--- src/rtl/pwir_pkg.sv ---
// Shared types and constants of the pulse-width IR frame receiver.
`timescale 1ns / 1ps

package pwir_pkg;

  localparam int unsigned PulseW   = 16;
  localparam int unsigned TimerW   = 28;
  localparam int unsigned ByteW    = 8;
  localparam int unsigned CfgIdxW  = 3;
  localparam int unsigned CfgDataW = 28;

  localparam logic [PulseW-1:0] PulseMax = '1;
  localparam logic [TimerW-1:0] TimerMax = '1;

  localparam logic              ActiveLevelRst   = 1'b0;
  localparam logic [PulseW-1:0] BitThresholdRst  = 16'd450;
  localparam logic [PulseW-1:0] SyncThresholdRst = 16'd1500;
  localparam logic [ByteW-1:0]  MaxLengthRst     = 8'd255;
  localparam logic [TimerW-1:0] TimeoutTicksRst  = 28'd0;

  typedef enum logic [CfgIdxW-1:0] {
    CFG_ACTIVE_LEVEL   = 3'd0,
    CFG_BIT_THRESHOLD  = 3'd1,
    CFG_SYNC_THRESHOLD = 3'd2,
    CFG_MAX_LENGTH     = 3'd3,
    CFG_TIMEOUT_TICKS  = 3'd4
  } cfg_idx_e;

  typedef enum logic [1:0] {
    KIND_BYTE     = 2'd0,
    KIND_LEN_ERR  = 2'd1,
    KIND_TIMEOUT  = 2'd2
  } kind_e;

  typedef struct packed {
    logic              active_level;
    logic [PulseW-1:0] bit_threshold;
    logic [PulseW-1:0] sync_threshold;
    logic [ByteW-1:0]  max_length;
    logic [TimerW-1:0] timeout_ticks;
  } cfg_t;

  typedef struct packed {
    kind_e            kind;
    logic [ByteW-1:0] data_byte;
    logic             last_byte;
    logic [ByteW-1:0] frame_length;
  } res_t;

endpackage

--- src/rtl/pulse_width_ir_frame_receiver_top.sv ---
// Top level of the pulse-width IR frame receiver.
`timescale 1ns / 1ps

// Pulse-width IR frame receiver. Feed one receiver-line sample per tick on the
// rx_level word channel; each accepted sample is handled in the cycle it is
// taken, so the block sustains one sample per clock, set by the single pass
// of comparators and counters between the sample port and the result
// register. A pulse longer than sync_threshold opens a frame; shorter pulses
// are bits, MSB first, 0 below bit_threshold. The first byte is the declared
// length; zero or above max_length yields a length-error word and a return to
// hunting. Each payload byte comes out as a word, the last one flagged. With
// timeout_ticks nonzero, an inactive tick after that many listening ticks
// yields a timeout word. Results pass through an output register backed by a
// one-word skid stage: sample intake stalls only when both are full.
// Configuration writes are taken every cycle and should be made while idle.
module pulse_width_ir_frame_receiver_top (
  input  logic                          clk_i,
  input  logic                          rst_ni,
  // sample channel
  input  logic                          in_valid_i,
  output logic                          in_ready_o,
  input  logic                          rx_level_i,
  // result channel
  output logic                          out_valid_o,
  input  logic                          out_ready_i,
  output logic [1:0]                    kind_o,
  output logic [pwir_pkg::ByteW-1:0]    data_byte_o,
  output logic                          last_byte_o,
  output logic [pwir_pkg::ByteW-1:0]    frame_length_o,
  // configuration write channel
  input  logic                          cfg_valid_i,
  output logic                          cfg_ready_o,
  input  logic [pwir_pkg::CfgIdxW-1:0]  cfg_index_i,
  input  logic [pwir_pkg::CfgDataW-1:0] cfg_data_i
);

  pwir_pkg::cfg_t cfg;
  pwir_pkg::res_t res;
  pwir_pkg::res_t out_word;
  logic           res_valid;
  logic           space;
  logic           take;

  // registers are always writable
  assign cfg_ready_o = 1'b1;

  // take a sample whenever the result buffer can still absorb a word
  assign in_ready_o = space;
  assign take       = in_valid_i & space;

  pwir_cfg u_cfg (
    .clk_i       (clk_i),
    .rst_ni      (rst_ni),
    .cfg_valid_i (cfg_valid_i),
    .cfg_index_i (cfg_index_i),
    .cfg_data_i  (cfg_data_i),
    .cfg_o       (cfg)
  );

  pwir_core u_core (
    .clk_i       (clk_i),
    .rst_ni      (rst_ni),
    .cfg_i       (cfg),
    .take_i      (take),
    .rx_level_i  (rx_level_i),
    .res_valid_o (res_valid),
    .res_o       (res)
  );

  pwir_skid u_skid (
    .clk_i       (clk_i),
    .rst_ni      (rst_ni),
    .push_i      (res_valid),
    .push_data_i (res),
    .space_o     (space),
    .out_valid_o (out_valid_o),
    .out_ready_i (out_ready_i),
    .out_data_o  (out_word)
  );

  assign kind_o         = out_word.kind;
  assign data_byte_o    = out_word.data_byte;
  assign last_byte_o    = out_word.last_byte;
  assign frame_length_o = out_word.frame_length;

endmodule

--- src/rtl/pwir_cfg.sv ---
// Configuration register file of the pulse-width IR frame receiver.
`timescale 1ns / 1ps

module pwir_cfg (
  input  logic                           clk_i,
  input  logic                           rst_ni,
  input  logic                           cfg_valid_i,
  input  logic [pwir_pkg::CfgIdxW-1:0]   cfg_index_i,
  input  logic [pwir_pkg::CfgDataW-1:0]  cfg_data_i,
  output pwir_pkg::cfg_t                 cfg_o
);

  pwir_pkg::cfg_t cfg_d, cfg_q;

  always_comb begin
    cfg_d = cfg_q;
    if (cfg_valid_i) begin
      unique case (cfg_index_i)
        pwir_pkg::CFG_ACTIVE_LEVEL:   cfg_d.active_level   = cfg_data_i[0];
        pwir_pkg::CFG_BIT_THRESHOLD:  cfg_d.bit_threshold  = cfg_data_i[pwir_pkg::PulseW-1:0];
        pwir_pkg::CFG_SYNC_THRESHOLD: cfg_d.sync_threshold = cfg_data_i[pwir_pkg::PulseW-1:0];
        pwir_pkg::CFG_MAX_LENGTH:     cfg_d.max_length     = cfg_data_i[pwir_pkg::ByteW-1:0];
        pwir_pkg::CFG_TIMEOUT_TICKS:  cfg_d.timeout_ticks  = cfg_data_i[pwir_pkg::TimerW-1:0];
        default: ; // drop writes beyond the register list
      endcase
    end
  end

  always_ff @(posedge clk_i or negedge rst_ni) begin
    if (!rst_ni) begin
      cfg_q.active_level   <= pwir_pkg::ActiveLevelRst;
      cfg_q.bit_threshold  <= pwir_pkg::BitThresholdRst;
      cfg_q.sync_threshold <= pwir_pkg::SyncThresholdRst;
      cfg_q.max_length     <= pwir_pkg::MaxLengthRst;
      cfg_q.timeout_ticks  <= pwir_pkg::TimeoutTicksRst;
    end else begin
      cfg_q <= cfg_d;
    end
  end

  assign cfg_o = cfg_q;

endmodule

--- src/rtl/pwir_core.sv ---
// Pulse measurement, bit assembly and frame tracking, one sample per cycle while take_i is high.
`timescale 1ns / 1ps

module pwir_core (
  input  logic           clk_i,
  input  logic           rst_ni,
  input  pwir_pkg::cfg_t cfg_i,
  input  logic           take_i,
  input  logic           rx_level_i,
  output logic           res_valid_o,
  output pwir_pkg::res_t res_o
);

  localparam int unsigned PulseW = pwir_pkg::PulseW;
  localparam int unsigned TimerW = pwir_pkg::TimerW;
  localparam int unsigned ByteW  = pwir_pkg::ByteW;

  logic              in_pulse_d, in_pulse_q;
  logic [PulseW-1:0] pulse_ticks_d, pulse_ticks_q;
  logic              synced_d, synced_q;
  logic [ByteW-1:0]  shift_byte_d, shift_byte_q;
  logic [2:0]        bits_taken_d, bits_taken_q;
  logic              header_seen_d, header_seen_q;
  logic [ByteW-1:0]  expected_d, expected_q;
  logic [ByteW-1:0]  received_d, received_q;
  logic [TimerW-1:0] idle_timer_d, idle_timer_q;

  logic             active;
  logic [ByteW-1:0] new_byte;
  logic [ByteW-1:0] received_inc;

  assign active       = (rx_level_i == cfg_i.active_level);
  assign new_byte     = {shift_byte_q[ByteW-2:0],
                         (pulse_ticks_q >= cfg_i.bit_threshold)};
  assign received_inc = received_q + 8'd1;

  always_comb begin
    in_pulse_d    = in_pulse_q;
    pulse_ticks_d = pulse_ticks_q;
    synced_d      = synced_q;
    shift_byte_d  = shift_byte_q;
    bits_taken_d  = bits_taken_q;
    header_seen_d = header_seen_q;
    expected_d    = expected_q;
    received_d    = received_q;
    idle_timer_d  = idle_timer_q;
    res_valid_o   = 1'b0;
    res_o         = '{kind: pwir_pkg::KIND_BYTE, data_byte: '0, last_byte: 1'b0,
                      frame_length: '0};

    if (take_i) begin
      if (idle_timer_q != pwir_pkg::TimerMax) begin
        idle_timer_d = idle_timer_q + 28'd1;
      end

      if (active) begin
        in_pulse_d = 1'b1;
        if (!in_pulse_q) begin
          pulse_ticks_d = 16'd1;
        end else if (pulse_ticks_q != pwir_pkg::PulseMax) begin
          pulse_ticks_d = pulse_ticks_q + 16'd1;
        end
      end else if (in_pulse_q) begin
        in_pulse_d    = 1'b0;
        pulse_ticks_d = '0;
        if (pulse_ticks_q > cfg_i.sync_threshold) begin
          synced_d      = 1'b1;
          shift_byte_d  = '0;
          bits_taken_d  = '0;
          header_seen_d = 1'b0;
          expected_d    = '0;
          received_d    = '0;
        end else if (synced_q) begin
          if (bits_taken_q != 3'd7) begin
            shift_byte_d = new_byte;
            bits_taken_d = bits_taken_q + 3'd1;
          end else begin
            shift_byte_d = '0;
            bits_taken_d = '0;
            if (!header_seen_q) begin
              if (new_byte == '0 || new_byte > cfg_i.max_length) begin
                res_valid_o        = 1'b1;
                res_o.kind         = pwir_pkg::KIND_LEN_ERR;
                res_o.frame_length = new_byte;
                synced_d           = 1'b0;
                expected_d         = '0;
                received_d         = '0;
                idle_timer_d       = '0;
              end else begin
                header_seen_d = 1'b1;
                expected_d    = new_byte;
                received_d    = '0;
              end
            end else begin
              res_valid_o        = 1'b1;
              res_o.data_byte    = new_byte;
              res_o.frame_length = expected_q;
              received_d         = received_inc;
              if (received_inc == expected_q) begin
                // frame complete: flag the byte and go back to hunting
                res_o.last_byte = 1'b1;
                synced_d        = 1'b0;
                header_seen_d   = 1'b0;
                expected_d      = '0;
                received_d      = '0;
                idle_timer_d    = '0;
              end
            end
          end
        end
      end else if (cfg_i.timeout_ticks != '0 && idle_timer_q >= cfg_i.timeout_ticks) begin
        res_valid_o   = 1'b1;
        res_o.kind    = pwir_pkg::KIND_TIMEOUT;
        synced_d      = 1'b0;
        shift_byte_d  = '0;
        bits_taken_d  = '0;
        header_seen_d = 1'b0;
        expected_d    = '0;
        received_d    = '0;
        idle_timer_d  = '0;
      end
    end
  end

  always_ff @(posedge clk_i or negedge rst_ni) begin
    if (!rst_ni) begin
      in_pulse_q    <= 1'b0;
      pulse_ticks_q <= '0;
      synced_q      <= 1'b0;
      shift_byte_q  <= '0;
      bits_taken_q  <= '0;
      header_seen_q <= 1'b0;
      expected_q    <= '0;
      received_q    <= '0;
      idle_timer_q  <= '0;
    end else begin
      in_pulse_q    <= in_pulse_d;
      pulse_ticks_q <= pulse_ticks_d;
      synced_q      <= synced_d;
      shift_byte_q  <= shift_byte_d;
      bits_taken_q  <= bits_taken_d;
      header_seen_q <= header_seen_d;
      expected_q    <= expected_d;
      received_q    <= received_d;
      idle_timer_q  <= idle_timer_d;
    end
  end

  // a frame in progress always has a declared length
  assert property (@(posedge clk_i) disable iff (!rst_ni)
    header_seen_q |-> (expected_q != '0 && synced_q))
    else $error("header seen without a valid length");

  // an out-of-pulse sample leaves no pulse count behind
  assert property (@(posedge clk_i) disable iff (!rst_ni)
    !in_pulse_q |-> (pulse_ticks_q == '0))
    else $error("pulse count left over outside a pulse");

  // no payload count outside a frame
  assert property (@(posedge clk_i) disable iff (!rst_ni)
    !header_seen_q |-> (received_q == '0))
    else $error("payload count outside a frame");

endmodule

--- src/rtl/pwir_skid.sv ---
// Output register with a skid stage for the receiver's result words.
`timescale 1ns / 1ps

module pwir_skid (
  input  logic           clk_i,
  input  logic           rst_ni,
  input  logic           push_i,
  input  pwir_pkg::res_t push_data_i,
  output logic           space_o,
  output logic           out_valid_o,
  input  logic           out_ready_i,
  output pwir_pkg::res_t out_data_o
);

  logic           out_valid_d, out_valid_q;
  logic           skid_valid_d, skid_valid_q;
  pwir_pkg::res_t out_d, out_q;
  pwir_pkg::res_t skid_d, skid_q;
  logic           pop;

  assign pop = out_valid_q & out_ready_i;

  always_comb begin
    out_valid_d  = out_valid_q;
    skid_valid_d = skid_valid_q;
    out_d        = out_q;
    skid_d       = skid_q;
    if (!out_valid_q || pop) begin
      if (skid_valid_q) begin
        out_valid_d  = 1'b1;
        out_d        = skid_q;
        skid_valid_d = push_i;
        if (push_i) begin
          skid_d = push_data_i;
        end
      end else begin
        out_valid_d = push_i;
        if (push_i) begin
          out_d = push_data_i;
        end
      end
    end else if (push_i) begin
      skid_valid_d = 1'b1;
      skid_d       = push_data_i;
    end
  end

  always_ff @(posedge clk_i or negedge rst_ni) begin
    if (!rst_ni) begin
      out_valid_q  <= 1'b0;
      skid_valid_q <= 1'b0;
    end else begin
      out_valid_q  <= out_valid_d;
      skid_valid_q <= skid_valid_d;
    end
  end

  always_ff @(posedge clk_i) begin
    out_q  <= out_d;
    skid_q <= skid_d;
  end

  assign space_o     = ~skid_valid_q;
  assign out_valid_o = out_valid_q;
  assign out_data_o  = out_q;

  // the skid stage only fills behind a held output word
  assert property (@(posedge clk_i) disable iff (!rst_ni)
    skid_valid_q |-> out_valid_q)
    else $error("skid word without an output word");

  // never push into a full buffer
  assert property (@(posedge clk_i) disable iff (!rst_ni)
    push_i |-> !skid_valid_q)
    else $error("push into a full buffer");

  // a stalled skid word moves to the output once the output drains
  assert property (@(posedge clk_i) disable iff (!rst_ni)
    (skid_valid_q && pop) |=> (out_valid_q && out_q == $past(skid_q)))
    else $error("skid word lost on drain");

endmodule
--- config.mk ---
export PLATFORM = sky130hd
export DESIGN_NAME = pulse_width_ir_frame_receiver_top
export DESIGN_NICKNAME = d
export VERILOG_FILES = /design/src/rtl/pwir_pkg.sv /design/src/rtl/pulse_width_ir_frame_receiver_top.sv /design/src/rtl/pwir_cfg.sv /design/src/rtl/pwir_core.sv /design/src/rtl/pwir_skid.sv
export SDC_FILE = /design/constraint.sdc
export NUM_CORES = 1
export LEC_CHECK = 0
export BUFFER_PORTS_ARGS = -buffer_cell sky130_fd_sc_hd__buf_4
export CORE_MARGIN = 2
export CORE_UTILIZATION = 59
export DETAILED_ROUTE_END_ITERATION = 8
export GPL_TIMING_DRIVEN = 0
export MAX_ROUTING_LAYER = met4
export PLACE_DENSITY = 0.89
export SLEW_MARGIN = 20
export SYNTH_ARGS = -nofsm -noshare
export SYNTH_HDL_FRONTEND = slang
export SYNTH_HIERARCHICAL = 1
export SYNTH_SLANG_ARGS = --single-unit
--- constraint.sdc ---
create_clock -name clk_i -period 6.6 [get_ports clk_i]
set_clock_uncertainty 0.15 [all_clocks]
set_input_delay 0.66 -clock clk_i [delete_from_list [all_inputs] [get_ports clk_i]]
set_output_delay 0.66 -clock clk_i [all_outputs]
set_load 0.005 [all_outputs]
==> results.py <==
metrics = {
    "clocking": {
        "cts_resized": 0,
        "root_buffer": "clkbuf_16",
        "postCtsSetupRepairBufs": 0,
        "insertion_delay_ns": 0.44,
        "cts_buffer_depth": 2,
        "path_clk_slew_ns": 0.07,
        "htree_num_levels": 4,
        "cts_tree": "yes",
        "clock-sinks": 182,
        "cts_buffers": 17,
        "ctsHoldBuffers": 0,
    },
    "yosys": {
        "synth-seq-area-share_pct": 46.0,
        "async_flop_share_pct": 79.1,
        "postSynthNetCount": 1054,
        "synthFlopType": "dfrtp_1",
        "netlist_instances": 944,
        "yosys_warnings": 6,
        "syn_area_um2": 10400,
        "synth.distinct_cells": 88,
        "avgSynthCellArea_um2": 11.0,
        "synth_edf_count": 38,
        "synth_seq_cells": 182,
    },
    "worst_setup_path": {
        "cp.arrival_ns": 4.82,
        "required_ns": 6.51,
        "crit_type": "flop to flop",
        "rr_endpoint": "u_skid/out_data_o[1]",
        "rr_startpoint": "u_core/pulse_ticks_q[0]",
        "worstSetupStartpointType": "flop",
        "crit_path_end_kind": "flop",
        "crit_start": "u_core/pulse_ticks_q[0]",
        "reg2reg_depth": 15,
        "path_max_fanout": 19,
        "reg2reg_setup_slack_ns": 1.69,
    },
    "timing": {
        "fin_crit_sh_pct": 74.4,
        "hold_ws_ns": 0.0867,
        "rsz0062_at_grt": "no",
        "layout_min_cycle_time_ns": 4.91,
        "slew_viol_final": 0,
        "finalSetupViolations": 0,
        "postLayoutSetupSlackWorst_ns": 1.69,
        "relSlewSlack_pct": 39.4,
        "fmax_ghz": 0.204,
        "tns_ns": 0,
        "worst_pin_slew_ns": 0.908,
        "hold_violations": 0,
    },
    "placement": {
        "dp_slack_ns": 1.80,
        "place.gp.congestion": 0.895,
        "place_inst": 1227,
        "dpl.hpwl_um": 17100,
        "portBuffers": 57,
    },
    "outcome": {
        "status": "completed",
    },
    "pwr": {
        "power.density_nw_per_um2": 287,
        "peakVddDrop_uv": 220,
        "power.leakage_nw": 5.21,
    },
    "floorplanning": {
        "core_area_um2": 17200,
        "die_w_um": 137,
        "ios": 59,
        "die_h_um": 137,
        "rows": 48,
        "start_util_pct": 60.2,
        "dieArea_um2": 18700,
    },
    "global_route": {
        "grt_pass1_vias": 7749,
        "grtUsageTotal_pct": 28.0,
        "antenna_found_initial": 0,
        "grt_max_degree": 92,
        "overflow": 0,
        "grt_pass1_wl_um": 39100,
    },
    "run": {
        "maxCapViolCount": 0,
    },
    "route": {
        "antenna_left": 0,
        "dr.pass1.iters": 6,
        "vias_per_cell": 6.12,
        "drt_iter0_markers": 832,
        "vias": 7702,
        "wl_per_cell_um": 18.9,
        "wl_um": 23800,
        "post-route-drc-count": 0,
    },
    "worst_hold_path": {
        "min_path_type": "input port to async pin",
    },
    "finish": {
        "final_layout_size_suffix_gt1_share_pct": 24.4,
        "synthToLayoutAreaGrowth_pct": 13.1,
        "final-instance-count-excl-fill": 1259,
        "post-route-util_pct": 68.0,
        "final_common_cell": "dfrtp_1",
        "layout_common_cells": "dfrtp_1, inv_1, ha_1",
        "fillers": 1210,
        "nNetsFinal": 1131,
        "diodes": 0,
    },
}
## how the worst max path moves through the flow
stage,end,slack (ns),depth (start not counted)
floorplan,u_skid/out_data_o[0],2.45,15
CTS,u_skid/out_data_o[4],1.74,15
global route,u_skid/out_data_o[10],1.34,15
global placement,u_skid/out_data_o[18],1.54,15
detailed placement,u_skid/out_data_o[18],1.80,15
finish,u_skid/out_data_o[1],1.69,15
## flip-flops by register name (all words and copies together) (netlist names)
name,flops
u_cfg/cfg_o,69
u_core/idle_timer_q,28
u_skid/out_data_o,19
u_skid/skid_q,19
u_core/pulse_ticks_q,16
u_core/expected_q,8
u_core/received_q,8
u_core/shift_byte_q,7
u_core/bits_taken_q,3
u_core/header_seen_q,1
u_core/in_pulse_q,1
u_core/synced_q,1
u_skid/out_valid_o,1
u_skid/skid_valid_q,1
## Yosys cell counts, drive strengths merged, types with 2 or more instances
cell type,n,share of area (%)
mux2,91,11
nand2b,8,0.51
nor2b,6,0.36
and4,2,0.22
buf,22,1.8
a2111oi,3,0.31
or4,2,0.18
nor3,25,1.4
inv,90,3.3
mux2i,11,1.1
a211oi,9,0.75
a21oi,36,1.8
and2,9,0.58
a41oi,2,0.24
a31o,2,0.17
ha,73,8.8
and4bb,3,0.36
and3,9,0.60
o21ai,48,2.4
o31ai,14,1.1
o211ai,4,0.29
nand2,66,2.4
nand4,31,1.9
nor4,12,0.78
a211o,4,0.34
a22o,10,0.84
a31oi,6,0.51
o21a,6,0.43
dfrtp,125,30
xor2,20,1.7
dfstp,19,4.8
xnor2,19,1.7
nor2,62,2.4
edfxtp,38,11
clkbuf,6,0.24
or3,4,0.24
nand3,23,1.2
## report_power, final
part / switching, mW / total, mW / internal [mW] / leakage [nW]
sequential: 0.184 / 1.51 / 1.33 / 2.13
clock: 0.434 / 1.06 / 0.630 / 0.295
combinational: 0.424 / 0.788 / 0.364 / 2.78
total: 1.04 / 3.36 / 2.32 / 5.21
## metal layers
metal | wire length, µm | track usage, %
met1 | 9710 | 33.7
met2 | 12100 | 46.8
met3 | 1310 | 4.78
met4 | 727 | 11.3
met5 | 0 | -
## metrics by stage
| step | instance area (µm²) | power (mW) |
|---|---|---|
| CTS | 11700 | 3.36 |
| global placement | 11100 | 2.22 |
| detailed placement | 11100 | 2.28 |
| floorplan | 10400 | 2.03 |
| global route | 11700 | 3.52 |
| finish | 11700 | 3.36 |
## worst max-delay path, cell delays in order (launching register included)
cell       delay (ns)
dfrtp_1          0.46
inv_1            0.11
ha_1             0.28
nand2b_1         0.13
a2111oi_0        0.42
o21ai_0          0.21
a21oi_2          0.44
ha_1             0.33
nand4_1          0.10
nor2_1           0.04
o21ba_2          0.26
a211o_1          0.21
nand4_1          0.12
a21oi_1          0.40
nor2_1           0.13
nor2_2           0.73
## layout make-up
| type | count | area [µm²] | share of cell area [%] |
|---|---|---|---|
| inverters | 91 | 342 | 2.91 |
| flip-flops and latches | 182 | 4770 | 40.7 |
| multi-input cells | 643 | 5050 | 43.1 |
| clock inverters | 14 | 180 | 1.54 |
| repair buffers | 58 | 463 | 3.95 |
| plain buffers | 28 | 211 | 1.80 |
| clock buffers | 18 | 429 | 3.66 |
| well taps | 225 | 282 | 2.40 |
## cells by family after synthesis
group,count (synthesis),share of synthesized area (%)
buffers and inverters,119,5.33
adder cells (fa/ha/maj),74,8.92
multiplexers,102,12.4
AO/OA/AOI/OAI,159,10.4
other,1,0.0362
XOR/XNOR,39,3.37
AND/OR/NAND/NOR,268,13.6
flip-flops,182,46.0
(Power assumes the default switching activity.)
